### src/rtl/core/lues_pkg.sv
// Package for the least used endpoint selector.
// Holds the operation and status codes, the sequencer state type and parameter defaults.
// Depends on nothing.
`timescale 1ns / 1ps

package lues_pkg;

	localparam int MAX_ENDPOINTS_DEF = 16;
	localparam int KEY_BITS_DEF      = 16;
	localparam int COUNT_BITS_DEF    = 16;

	// Width of the key and count fields on the ports.
	localparam int PORT_KEY_W   = 16;
	localparam int PORT_COUNT_W = 16;

	typedef enum logic [1:0] {
		FN_ADD     = 2'd0,
		FN_ACQUIRE = 2'd1,
		FN_RELEASE = 2'd2,
		FN_CLEAR   = 2'd3
	} func_t;

	typedef enum logic [2:0] {
		ST_OK        = 3'd0,
		ST_EMPTY     = 3'd1,
		ST_NOT_FOUND = 3'd2,
		ST_FULL      = 3'd3,
		ST_DUPLICATE = 3'd4
	} status_t;

	typedef enum logic [1:0] {
		S_IDLE = 2'd0,
		S_SCAN = 2'd1,
		S_LAST = 2'd2,
		S_DONE = 2'd3
	} seq_state_t;

endpackage

### src/rtl/core/least_used_endpoint_selector.sv
// Least used endpoint selector: a table of endpoint keys with use counts, kept in
// one synchronous memory and scanned one slot per cycle. Depends on lues_pkg.
`timescale 1ns / 1ps

//  Channel   Direction  Handshake             Payload
//  in        in         in_valid / in_ready   func, key
//  out       out        out_valid / out_ready chosen_key, use_count, status
//
// Add, acquire and release take the beat, read the memory once per slot in S_SCAN,
// compare the last slot read in S_LAST and write back in S_DONE. Clear goes from
// S_IDLE straight to S_DONE. The memory read port, which serves one slot per cycle,
// sets the length of the scan.
// Reset clears the valid bits, the sequencer and the output valid flag at once; the key
// and count memory is not cleared, since only valid slots are ever used.
// A result waits in the output register while the next beat is taken and scanned; the
// write-back stalls only if that register is still full when the next result is ready.

module least_used_endpoint_selector #(
	parameter int MAX_ENDPOINTS = lues_pkg::MAX_ENDPOINTS_DEF,
	parameter int KEY_BITS      = lues_pkg::KEY_BITS_DEF,
	parameter int COUNT_BITS    = lues_pkg::COUNT_BITS_DEF
) (
	input  logic                              clk,
	input  logic                              arst_n,
	input  logic                              in_valid,
	output logic                              in_ready,
	input  logic [1:0]                        func,
	input  logic [lues_pkg::PORT_KEY_W-1:0]   key,
	output logic                              out_valid,
	input  logic                              out_ready,
	output logic [lues_pkg::PORT_KEY_W-1:0]   chosen_key,
	output logic [lues_pkg::PORT_COUNT_W-1:0] use_count,
	output logic [2:0]                        status
);
	import lues_pkg::*;

	localparam int IDX_W  = $clog2(MAX_ENDPOINTS);
	localparam int WORD_W = KEY_BITS + COUNT_BITS;

	// Sequencer and the operation under way.
	seq_state_t            state_q, state_d;
	func_t                 func_q;
	logic [KEY_BITS-1:0]   key_q;
	logic [IDX_W-1:0]      idx_q;

	// Key and count memory with its read pipeline.
	logic [WORD_W-1:0]     mem [MAX_ENDPOINTS];
	logic [WORD_W-1:0]     rd_data_s1;
	logic                  rd_vld_s1;
	logic [IDX_W-1:0]      rd_idx_s1;
	logic [KEY_BITS-1:0]   rd_key;
	logic [COUNT_BITS-1:0] rd_cnt;

	logic [MAX_ENDPOINTS-1:0] valid_q;

	// Scan results: the matching or least used slot, and the lowest free slot.
	logic                  hit_q;
	logic [IDX_W-1:0]      hit_idx_q;
	logic [KEY_BITS-1:0]   hit_key_q;
	logic [COUNT_BITS-1:0] hit_cnt_q;
	logic                  free_q;
	logic [IDX_W-1:0]      free_idx_q;

	// Output register.
	logic                    out_valid_q;
	logic [PORT_KEY_W-1:0]   out_key_q;
	logic [PORT_COUNT_W-1:0] out_cnt_q;
	status_t                 out_status_q;

	// Write-back decisions, formed in the combinational block.
	logic                    accept;
	logic                    finish;
	logic                    wr_en;
	logic [IDX_W-1:0]        wr_addr;
	logic [WORD_W-1:0]       wr_data;
	logic                    set_valid;
	logic                    clr_all;
	logic [COUNT_BITS-1:0]   new_cnt;
	logic [PORT_KEY_W-1:0]   res_key;
	logic [PORT_COUNT_W-1:0] res_cnt;
	status_t                 res_status;
	logic                    slot_v;
	logic                    take_hit;

	assign accept   = in_valid && in_ready;
	assign in_ready = (state_q == S_IDLE);

	assign rd_key = rd_data_s1[WORD_W-1:COUNT_BITS];
	assign rd_cnt = rd_data_s1[COUNT_BITS-1:0];
	assign slot_v = valid_q[rd_idx_s1];

	// Acquire keeps the first valid slot with a strictly lower count; add and release
	// keep the first valid slot whose key matches.
	always_comb begin
		if (func_q == FN_ACQUIRE) begin
			take_hit = slot_v && (!hit_q || (rd_cnt < hit_cnt_q));
		end else begin
			take_hit = slot_v && !hit_q && (rd_key == key_q);
		end
	end

	// Next state and write-back.
	always_comb begin
		state_d    = state_q;
		finish     = 1'b0;
		wr_en      = 1'b0;
		wr_addr    = hit_idx_q;
		wr_data    = {hit_key_q, hit_cnt_q};
		set_valid  = 1'b0;
		clr_all    = 1'b0;
		new_cnt    = hit_cnt_q;
		res_key    = PORT_KEY_W'(key_q);
		res_cnt    = '0;
		res_status = ST_OK;

		unique case (func_q)
			FN_ADD: begin
				if (hit_q) begin
					res_status = ST_DUPLICATE;
				end else if (!free_q) begin
					res_status = ST_FULL;
				end else begin
					wr_en     = 1'b1;
					set_valid = 1'b1;
					wr_addr   = free_idx_q;
					wr_data   = {key_q, {COUNT_BITS{1'b0}}};
				end
			end
			FN_ACQUIRE: begin
				if (!hit_q) begin
					res_status = ST_EMPTY;
				end else begin
					// The count saturates at its largest value.
					if (hit_cnt_q != {COUNT_BITS{1'b1}}) begin
						new_cnt = hit_cnt_q + COUNT_BITS'(1);
					end
					wr_en   = 1'b1;
					wr_data = {hit_key_q, new_cnt};
					res_key = PORT_KEY_W'(hit_key_q);
					res_cnt = PORT_COUNT_W'(new_cnt);
				end
			end
			FN_RELEASE: begin
				if (!hit_q) begin
					res_status = ST_NOT_FOUND;
				end else begin
					// Release of an idle endpoint leaves its count at zero.
					if (hit_cnt_q != '0) begin
						new_cnt = hit_cnt_q - COUNT_BITS'(1);
					end
					wr_en   = 1'b1;
					wr_data = {hit_key_q, new_cnt};
					res_cnt = PORT_COUNT_W'(new_cnt);
				end
			end
			FN_CLEAR: begin
				clr_all = 1'b1;
			end
		endcase

		unique case (state_q)
			S_IDLE: begin
				if (accept) begin
					state_d = (func_t'(func) == FN_CLEAR) ? S_DONE : S_SCAN;
				end
			end
			S_SCAN: begin
				if (idx_q == IDX_W'(MAX_ENDPOINTS - 1)) begin
					state_d = S_LAST;
				end
			end
			S_LAST: begin
				state_d = S_DONE;
			end
			S_DONE: begin
				if (!out_valid_q || out_ready) begin
					finish  = 1'b1;
					state_d = S_IDLE;
				end
			end
		endcase

		if (!finish) begin
			wr_en     = 1'b0;
			set_valid = 1'b0;
			clr_all   = 1'b0;
		end
	end

	always_ff @(posedge clk or negedge arst_n) begin
		if (!arst_n) begin
			state_q <= S_IDLE;
		end else begin
			state_q <= state_d;
		end
	end

	// Memory: one write port for the write-back, one read port for the scan.
	always_ff @(posedge clk) begin
		if (wr_en) begin
			mem[wr_addr] <= wr_data;
		end
		rd_data_s1 <= mem[idx_q];
	end

	// Operation registers and scan address.
	always_ff @(posedge clk) begin
		if (accept) begin
			func_q <= func_t'(func);
			key_q  <= KEY_BITS'(key);
		end
		rd_idx_s1 <= idx_q;
	end

	always_ff @(posedge clk or negedge arst_n) begin
		if (!arst_n) begin
			idx_q      <= '0;
			rd_vld_s1  <= 1'b0;
			hit_q      <= 1'b0;
			hit_idx_q  <= '0;
			hit_key_q  <= '0;
			hit_cnt_q  <= '0;
			free_q     <= 1'b0;
			free_idx_q <= '0;
		end else begin
			rd_vld_s1 <= (state_q == S_SCAN);
			if (accept) begin
				idx_q  <= '0;
				hit_q  <= 1'b0;
				free_q <= 1'b0;
			end else begin
				if (state_q == S_SCAN) begin
					idx_q <= idx_q + IDX_W'(1);
				end
				if (rd_vld_s1) begin
					if (take_hit) begin
						hit_q     <= 1'b1;
						hit_idx_q <= rd_idx_s1;
						hit_key_q <= rd_key;
						hit_cnt_q <= rd_cnt;
					end
					if (!slot_v && !free_q) begin
						free_q     <= 1'b1;
						free_idx_q <= rd_idx_s1;
					end
				end
			end
		end
	end

	// Valid bits: set by an add, cleared all at once by a clear.
	always_ff @(posedge clk or negedge arst_n) begin
		if (!arst_n) begin
			valid_q <= '0;
		end else if (clr_all) begin
			valid_q <= '0;
		end else if (set_valid) begin
			valid_q[free_idx_q] <= 1'b1;
		end
	end

	// Output register.
	always_ff @(posedge clk or negedge arst_n) begin
		if (!arst_n) begin
			out_valid_q <= 1'b0;
		end else if (finish) begin
			out_valid_q <= 1'b1;
		end else if (out_ready) begin
			out_valid_q <= 1'b0;
		end
	end

	always_ff @(posedge clk) begin
		if (finish) begin
			out_key_q    <= res_key;
			out_cnt_q    <= res_cnt;
			out_status_q <= res_status;
		end
	end

	assign out_valid  = out_valid_q;
	assign chosen_key = out_key_q;
	assign use_count  = out_cnt_q;
	assign status     = out_status_q;

endmodule
### config.mk
export PLATFORM = sky130hd
export DESIGN_NAME = least_used_endpoint_selector
export DESIGN_NICKNAME = d
export VERILOG_FILES = /design/src/rtl/core/lues_pkg.sv /design/src/rtl/core/least_used_endpoint_selector.sv
export SDC_FILE = /design/constraint.sdc
export NUM_CORES = 1
export LEC_CHECK = 0
export BUFFER_PORTS_ARGS = -buffer_cell sky130_fd_sc_hd__buf_4
export CORE_MARGIN = 3
export CORE_UTILIZATION = 40
export DETAILED_ROUTE_END_ITERATION = 7
export GPL_TIMING_DRIVEN = 0
export PLACE_DENSITY_LB_ADDON = 0.2
export SLEW_MARGIN = 20
export SYNTH_ARGS = -nofsm -noshare
export SYNTH_HDL_FRONTEND = slang
export SYNTH_SLANG_ARGS = --single-unit
### constraint.sdc
create_clock -name clk -period 5.9 [get_ports clk]
set_clock_uncertainty 0.05 [all_clocks]
set_input_delay 0 -clock clk [delete_from_list [all_inputs] [get_ports clk]]
set_output_delay 0 -clock clk [all_outputs]
set_load 0.005 [all_outputs]
==> impl_metrics.ini, run 1 <==
[clocking]
clkTransAtPathRegs_ps = 60
cts_sinks = 667
cts_setup_buffers = 0
tritoncts = yes
numCtsBuffers = 73
cts-resized-gates = 0
holdBufCountCts = 21
cts-root-buf = clkbuf_16
cts_htree_levels = 3
clk_latency_ps = 620
clockBufferDepth = 3

[die]
core_area_um2 = 66500
die_w_um = 266
die_h_um = 266
num_rows = 94
io_pins = 59
start_util = 0.408
dieArea_um2 = 70900

[place]
dp_slack_ps = 1670
hpwl_um = 48400
dp.cells = 2437
gp_congestion = 0.896
numPortBuffers = 58

[timing]
period_needed_ps = 4150
maxSlewHeadroom = 0.240
worst_pin_slew_ps = 1140
fmax_mhz = 241
final_max_slew_viol_count = 0
hold_violations = 0
whs_ps = 43.7
rsz0062_at_grt = no
setup_viol = 0
period_share = 0.703
setup_ws_ps = 1750

[routing]
post_drt_via_cell_ratio = 5.85
dr.pass1.iters = 5
highest_layer = met4
drtIter0Drc = 1604
drtAntennaViolNets = 0
m1WireLength_um = 32600
route.met2.wl_um = 34200
vias = 15200
wl_met3_um = 4650
routed_wl_um = 72800
drc = 0
post_drt_wl_per_cell_um = 28.1

[synth]
netlist_instances = 1478
synth_cell_types = 74
yosys_warnings = 0
synthesis.nets = 1528
syn-cell-area_um2 = 27100
seq_area_frac_synth = 0.713
ys_top_cells_by_area = edfxtp_1, mux4_2, dfrtp_1
synth_edf_count = 565
syn_area_per_cell_um2 = 18.3
yosys.area.top_type_share = 0.626
synth_top_flop_cell = edfxtp_1
ys_async_sr_fraction = 0.0990
synth_seq_cells = 667
yosysTopAreaCell = edfxtp_1

[pwr]
powerDensity_nw_per_um2 = 474
peakVddDrop_mv = 0.203
power_leakage_nw = 11.0

[grt]
grt_util_all_layers = 0.207
grt_pass1_wl_um = 106000
grt_max_degree = 67
gr-total-overflow = 0
antenna_found_initial = 2
grt_pass1_vias = 15200

[finish]
layout.nets = 1721
drive_gt1_frac = 0.271
final_cells = 2594
area_growth_syn_to_layout_pct = 19.1
fin_util = 0.486
diodes = 0

[critical_path]
required_ps = 6340
cp-start-kind = register
crit_path_max_fanout = 10
critical_path_class = register to register
end_kind = register
arrival_ps = 4590

[hold_path]
hp-class = input pin to register

[run_status]
outcome = finished, final reports clean

[job]
maxCapViolations = 0
## per-stage QoR
step | setup TNS, ps | total power, mW | instance area [um2]
2_1_floorplan | 0 | 9.15 | 27100
3_3_place_gp | -36570 | 10.6 | 28600
3_5_place_dp | 0 | 10.8 | 29600
4_1_cts | 0 | 15.4 | 32200
5_1_grt | 0 | 16.0 | 32300
6_report | 0 | 15.3 | 32300
## registers in the layout, indices dropped and copies added (netlist names)
register	count
chosen_key	16
mem	512
out_valid	1
rd_data_s1	32
func_q	2
hit_idx_q	4
free_idx_q	4
status	3
idx_q	4
rd_vld_s1	1
state_q	2
use_count	16
hit_cnt_q	16
key_q	16
free_q	1
hit_key_q	16
hit_q	1
rd_idx_s1	4
valid_q	16
## critical path, cell delays in order, from the launching register on
cell	delay [ps]
dfrtp_1	400
buf_1	480
inv_1	280
ha_1	270
a2111oi_0	670
o311ai_0	290
a211oi_2	540
o2111ai_4	390
buf_6	310
mux2_1	320
## logic make-up after synthesis
group,count (synthesis),synth area share
simple gates,258,0.0453
compound gates,183,0.0485
flops,667,0.713
mux,211,0.156
buf+inv,108,0.0164
fa+ha+maj,28,0.0129
xor+xnor,23,0.00743
## worst paths after layout
path	end	slack, ps	start	cells past startpoint
max	hit_key_q[8]	1750	hit_cnt_q[3]	9
min reg2reg	rd_idx_s1[2]	430	idx_q[2]	0
max in group asynchronous	hit_key_q[5]	4740	arst_n	3
min	key_q[15]	40	key[15]	2
min in group asynchronous	hit_cnt_q[11]	440	arst_n	3
max reg2reg	hit_key_q[8]	1750	hit_cnt_q[3]	9
## layer usage
metal	GRT usage	vias up
met3	0.0335	106
met5	0	-
met1	0.304	8067
li1	-	6396
met2	0.327	593
met4	0.0467	0
## layout by cell type (no fill, tap or decap), drive strengths merged, types with 18 or more instances in the layout
cell,instances
buf,119
a21oi,35
clkbuf,155
dfxtp,36
dlygate4sd3,22
edfxtp,565
o21ai,28
dfrtp,66
ha,28
inv,36
nand2,86
mux4,165
xor2,18
nor3,19
mux2,42
nor2,69
## synth_stat cells (3+ instances only)
master	n
nor4_1	10
a2111oi_0	3
buf_2	8
mux2i_1	4
o22ai_1	14
mux2_2	38
a22o_1	17
clkbuf_1	52
a31o_2	3
buf_1	13
and3_1	10
o21ai_0	28
edfxtp_1	565
xnor2_1	5
nand2b_1	10
mux2_1	4
o211ai_1	4
a221o_1	8
o211a_1	5
nand2_1	86
o21a_1	3
a21o_1	4
mux4_2	163
nand4_1	8
a21oi_1	35
xor2_1	18
a31oi_1	17
ha_1	28
and2_1	4
o31ai_1	4
nor2_1	69
nor3_2	3
or4_1	3
buf_6	4
nand3_1	17
dfrtp_1	66
o221ai_1	6
and4_1	3
or3_1	4
dfxtp_1	36
inv_1	30
nor3_1	16
nor2b_1	6
## final cells by class
class | count | area (um2)
sequential | 667 | 19300
buffer | 77 | 343
timing repair buffer | 118 | 1500
multi-input combinational | 703 | 7490
clock inverter | 33 | 419
clock buffer | 101 | 2000
inverter | 31 | 116
fill | 5459 | 34200
tap | 864 | 1080
## power breakdown
| part | total (mW) | switching [mW] | internal [mW] |
|---|---|---|---|
| logic | 4.38 | 2.61 | 1.77 |
| registers | 6.32 | 0.328 | 5.99 |
| clock network | 4.62 | 1.87 | 2.75 |
| total | 15.3 | 4.81 | 10.5 |
Note: power is estimated with default switching activity, not from simulation.
==> run 2, diff against run 1 <==
Clock period 5.9 ns to 3.8 ns, I/O delays scaled along.
==> run 2 against run 1 <==
  * Worst hold slack improved by 1.4 ps
  * Highest routed layer unchanged
  * First-iteration DRC count grew 4.1%
  * Cell area grew 0.50%
  * Setup slack got worse by 1700 ps
  * Utilization rose by 0.24 points
  * Non-clock buffer count is 11 higher
  * Global-route usage is essentially flat
  * Via count decreased by 0.22%
  * Largest cell class unchanged
==> impl_metrics.ini, run 2 (synthesis results as in run 1) <==
[pwr]
power.share.combinational = 0.288
pwr-share-seq = 0.411
powerDensity_nw_per_um2 = 735
power.total_mw = 23.8
power_leakage_nw = 11.1
clock_power_share = 0.300
sw_frac_of_total = 0.314
p_sw_mw = 7.49
peakVddDrop_mv = 0.312
internal_power_mw = 16.4

[timing]
period_share = 0.976
hold_violations = 0
worst_pin_slew_ps = 1130
setup_viol = 0
fin_setup_tns_ps = 0
maxSlewHeadroom = 0.245
final_max_slew_viol_count = 0
fmax_mhz = 270
period_needed_ps = 3710

[routing]
drtIter0Drc = 1669
post_drt_wl_per_cell_um = 28.0
routed_wl_um = 72900
drtAntennaViolNets = 0
drc = 0
vias = 15100
post_drt_via_cell_ratio = 5.81
dr.pass1.iters = 5

[finish]
area_growth_syn_to_layout_pct = 19.7
fin_util = 0.488
drive_gt1_frac = 0.282
reg_top3 = mem: 512 flops, rd_data_s1: 32 flops
layout.nets = 1732
final_common_cell = edfxtp_1
fillers = 5439
layout_common_cells = edfxtp_1, mux4_2, nand2_1, clkbuf_16, buf_4
largest_reg_flops = 512
diodes = 0
largest_register = mem
multi_input_area_um2 = 7550
register_area_um2 = 19300

[grt]
busiest_layer = met2
grt_util_all_layers = 0.207
antenna_found_initial = 2
met1_usage = 0.305
grtUsageMet2 = 0.327
grt_pass1_wl_um = 106000
grt_util_met3 = 0.0339
grt_max_degree = 67
grt_pass1_vias = 15200
gr-total-overflow = 0

[clocking]
numCtsBuffers = 73
tritoncts = yes
clockBufferDepth = 3
cts-root-buf = clkbuf_16
cts_sinks = 667
clk_latency_ps = 610
clkTransAtPathRegs_ps = 60
cts_htree_levels = 3

[critical_path]
arrival_ps = 4000
end_kind = register
critPathBufInv = 2
reg2reg_setup_slack_ps = 90
slowest_delay_ps = 640
startpoint = hit_cnt_q[1]
critical_path_class = register to register
cp-start-kind = register
path_delay_family = simple AND/OR/NAND/NOR gates
slowest_stage = nor3_1
required_ps = 4090
reg2reg_from = hit_cnt_q[1]
crit_chain = inv_1, ha_1, nor4b_2, nand4_1, nor3_1, or4b_2, o211ai_1, buf_4
crit_path_max_fanout = 14

[die]
io_pins = 59
core_area_um2 = 66500
dieArea_um2 = 70900
start_util = 0.408
die_w_um = 266
die_h_um = 266
num_rows = 94

[place]
gp_congestion = 0.896
hpwl_um = 48400
numPortBuffers = 58

[job]
maxCapViolations = 0

[hold_path]
hp-class = input pin to register
min_from = key[15]

[run_status]
outcome = finished, final reports clean
-- run 2: cell types whose count changed in the layout (fill, tap and decap cells not counted), moves of 2 or more --
cell | previous run | this run
buf_4 | 61 | 71
clkbuf_1 | 70 | 68
clkbuf_2 | 7 | 9
nor4_1 | 10 | 8
nor4_2 | 0 | 2
-- run 2: power by group through the flow --
| stage | logic (mW) | clock network, mW | registers, mW |
|---|---|---|---|
| after floorplan | 4.45 | 0 | 9.76 |
| after global placement | 6.56 | 0 | 9.95 |
| after detailed placement | 6.78 | 0 | 9.95 |
| after CTS | 6.83 | 7.31 | 9.80 |
| after global routing | 7.43 | 7.63 | 9.88 |
| final | 6.88 | 7.16 | 9.81 |
-- run 2: final timing paths --
path	endpoint	cells after the start
worst max-delay path	mem[12][2]	8
worst min-delay path	key_q[15]	2
worst max register to register	mem[12][2]	8
worst min register to register	rd_idx_s1[3]	0
max in group asynchronous	hit_key_q[0]	3
min in group asynchronous	hit_cnt_q[11]	3
-- run 2: worst reg2reg max path, cell delays in order, from the launching register on --
cell,delay [ps]
dfrtp_1,490
inv_1,330
ha_1,220
nor4b_2,500
nand4_1,400
nor3_1,640
or4b_2,240
o211ai_1,280
buf_4,300
-- run 2: area by class of cell --
| type | count | share of cell area |
|---|---|---|
| Sequential cell | 667 | 0.596 |
| Multi-Input combinational cell | 703 | 0.233 |
| Clock buffer | 101 | 0.0618 |
| Timing Repair Buffer | 129 | 0.0492 |
| Tap cell | 864 | 0.0333 |
| Clock inverter | 33 | 0.0129 |
| Buffer | 77 | 0.0107 |
| Inverter | 31 | 0.00359 |
-- run 2: what timing repair did --
| action | CTS | global route |
|---|---|---|
| resized for setup | 6 | 11 |
| setup endpoints to repair | 255 | 403 |
| setup buffers | 0 | 11 |
| hold buffers | 21 | 1 |
| hold endpoints to repair | 91 | 14 |
| pin swaps | 0 | 6 |
-- run 2: stage by stage --
step / hold WS [ps] / worst slack (ps) / area [um2] / std cells
after floorplan: -346 / 352 / 27100 / 1478
final: 45.2 / 90.8 / 32500 / 2605
after CTS: 1.59 / 12.6 / 32300 / 2592
after global routing: 21.8 / -8.89 / 32500 / 2605
after detailed placement: 130 / -425 / 29600 / 2437
after global placement: 128 / -2360 / 28600 / 2400
-- run 2: routing by layer --
metal	wire length, um	share of wire	vias up
li1	-	-	6423
met1	32500	0.45	8036
met2	34100	0.47	565
met3	4850	0.067	104
met4	1390	0.019	0
met5	0	0	-
==> run 3, diff against run 2 <==
Settings changed: CORE_ASPECT_RATIO set to 1.5, RECOVER_POWER set to 25.
==> run 3 against run 2 <==
  * The run now ends with capacitance limit, slew limit left
  * Critical path depth up 1
  * Global-route usage up 0.40 points
  * Worst hold slack better by 2.9 ps
  * Via count down 0.59%
  * Fmax grew 0.80%
  * Setup slack better by 29 ps
  * Combinational power about the same
  * Count of clock-buffer cells in the layout fell by 18
  * Die area about the same
==> impl_metrics.ini, run 3 (synthesis results as in run 1) <==
[run_status]
outcome = complete, but fails checks
violations = capacitance limit, slew limit

[hold_path]
whs_endpoint = key_q[9]
hp-class = input pin to register
holdPathStages = 2
min_from = key[9]

[clocking]
cts-root-buf = clkbuf_16
numCtsBuffers = 60
cts_sinks = 667
clockBufferDepth = 3
clkTransAtPathRegs_ps = 70
cts_htree_levels = 2
clk_latency_ps = 650
tritoncts = yes

[finish]
final_common_cell = edfxtp_1
layout.nets = 1729
reg_top3 = mem: 512 flops, rd_data_s1: 32 flops
fin_area_um2 = 32100
largest_reg_flops = 512
layout_common_cells = edfxtp_1, mux4_2, nand2_1, clkbuf_1, dfrtp_1
largest_register = mem
diodes = 0
area_growth_syn_to_layout_pct = 18.6
drive_gt1_frac = 0.272

[routing]
drtAntennaViolNets = 0
vias = 15000
routed_wl_um = 73800
drtIter0Drc = 1259
drc = 0
post_drt_via_cell_ratio = 5.75
post_drt_wl_per_cell_um = 28.2
dr.pass1.iters = 5

[place]
numPortBuffers = 58
gp_congestion = 0.934
hpwl_um = 50300
dp_slack_ps = -600
postPlaceCellArea_um2 = 29500

[die]
dieArea_um2 = 71000
io_pins = 59
die_w_um = 219
die_h_um = 325
start_util = 0.405
num_rows = 116
core_area_um2 = 66900

[timing]
maxSlewHeadroom = -0.298
hold_violations = 0
worst_pin_slew_ps = 1950
period_needed_ps = 3680
whs_ps = 48.1
setup_ws_ps = 120
setup_viol = 0
fmax_mhz = 272
rsz0062_at_grt = yes
period_share = 0.968
final_max_slew_viol_count = 95

[critical_path]
path_delay_family = simple AND/OR/NAND/NOR gates
end_kind = register
crit_chain = inv_1, ha_1, nor4b_2, nand4_1, nor3_1, o22ai_1, nand3_1, o21ai_1, buf_4
reg2reg_setup_slack_ps = 120
worstRegToRegCells = 9
arrival_ps = 4020
cp-start-kind = register
critPathBufInv = 2
required_ps = 4140
slowest_delay_ps = 650
r2r_end = mem[3][0]
crit_path_max_fanout = 14
critical_path_class = register to register
reg2reg_from = hit_cnt_q[1]
slowest_stage = nor3_1

[grt]
grt_pass1_wl_um = 109000
grt_max_degree = 67
antenna_found_initial = 0
grt_util_all_layers = 0.211
grt_pass1_vias = 15800
gr-total-overflow = 0

[job]
maxCapViolations = 2

[pwr]
powerDensity_nw_per_um2 = 715
power_leakage_nw = 10.9
peakVddDrop_mv = 0.388
-- run 3: changes by cell type in the layout (fill, tap and decap cells not counted), moves of 4 or more --
cell | before | now
buf_12 | 13 | 18
buf_16 | 20 | 16
buf_4 | 71 | 17
clkbuf_16 | 75 | 60
clkbuf_4 | 0 | 49
clkbuf_8 | 3 | 9
clkinvlp_4 | 3 | 7
dlygate4sd3_1 | 22 | 31
-- run 3: cell type report --
cell class	count	area [um2]
buffer	76	334
clock buffer	83	1680
clock inverter	31	390
fill	5539	34800
inverter	31	116
multi-input combinational	703	7540
sequential	667	19300
tap	885	1110
timing repair buffer	140	1640
-- run 3: timing repair --
| action | CTS | global route |
|---|---|---|
| pin swaps | 3 | 4 |
| hold buffers | 31 | 0 |
| resized for setup | 12 | 9 |
| buffers inserted | 1 | 16 |
| hold endpoints to repair | 91 | 0 |
| setup endpoints to repair | 157 | 362 |
-- run 3: metal layers --
metal  vias to the layer above  track usage  share of wire  wire length (um)
met5                         -            0              0                 0
met4                         0       0.0763          0.038              2790
met3                       140       0.0260          0.047              3480
met2                       485        0.381           0.54             39800
met1                      8001        0.259           0.38             27700
li1                       6413            -              -                 -
-- run 3: power breakdown --
part / total, mW / internal, mW / switching, mW
registers: 9.79 / 9.30 / 0.490
clock network: 6.33 / 3.58 / 2.75
logic: 6.85 / 2.75 / 4.10
-- run 3: worst max path at each step --
stage / startpoint / endpoint / slack [ps] / cells past startpoint
2_1_floorplan: func_q[0] / mem[0][0] / 350 / 6
3_3_place_gp: func_q[0] / mem[8][16] / -2220 / 6
3_5_place_dp: hit_cnt_q[3] / hit_key_q[8] / -600 / 9
4_1_cts: hit_cnt_q[10] / hit_key_q[8] / 30 / 10
5_1_grt: hit_cnt_q[1] / mem[8][0] / -50 / 9
6_report: hit_cnt_q[1] / mem[3][0] / 120 / 9
-- run 3: per-stage QoR --
| stage | total power [mW] | TNS, ps | cells | util |
|---|---|---|---|---|
| 2_1_floorplan | 14.2 | 0 | 1478 | - |
| 3_3_place_gp | 16.5 | -1115590 | 2421 | 0.428 |
| 3_5_place_dp | 16.8 | -46580 | 2455 | 0.441 |
| 4_1_cts | 23.2 | 0 | 2601 | 0.478 |
| 5_1_grt | 24.1 | -1040 | 2616 | 0.480 |
| 6_report | 23.0 | 0 | 2616 | 0.480 |
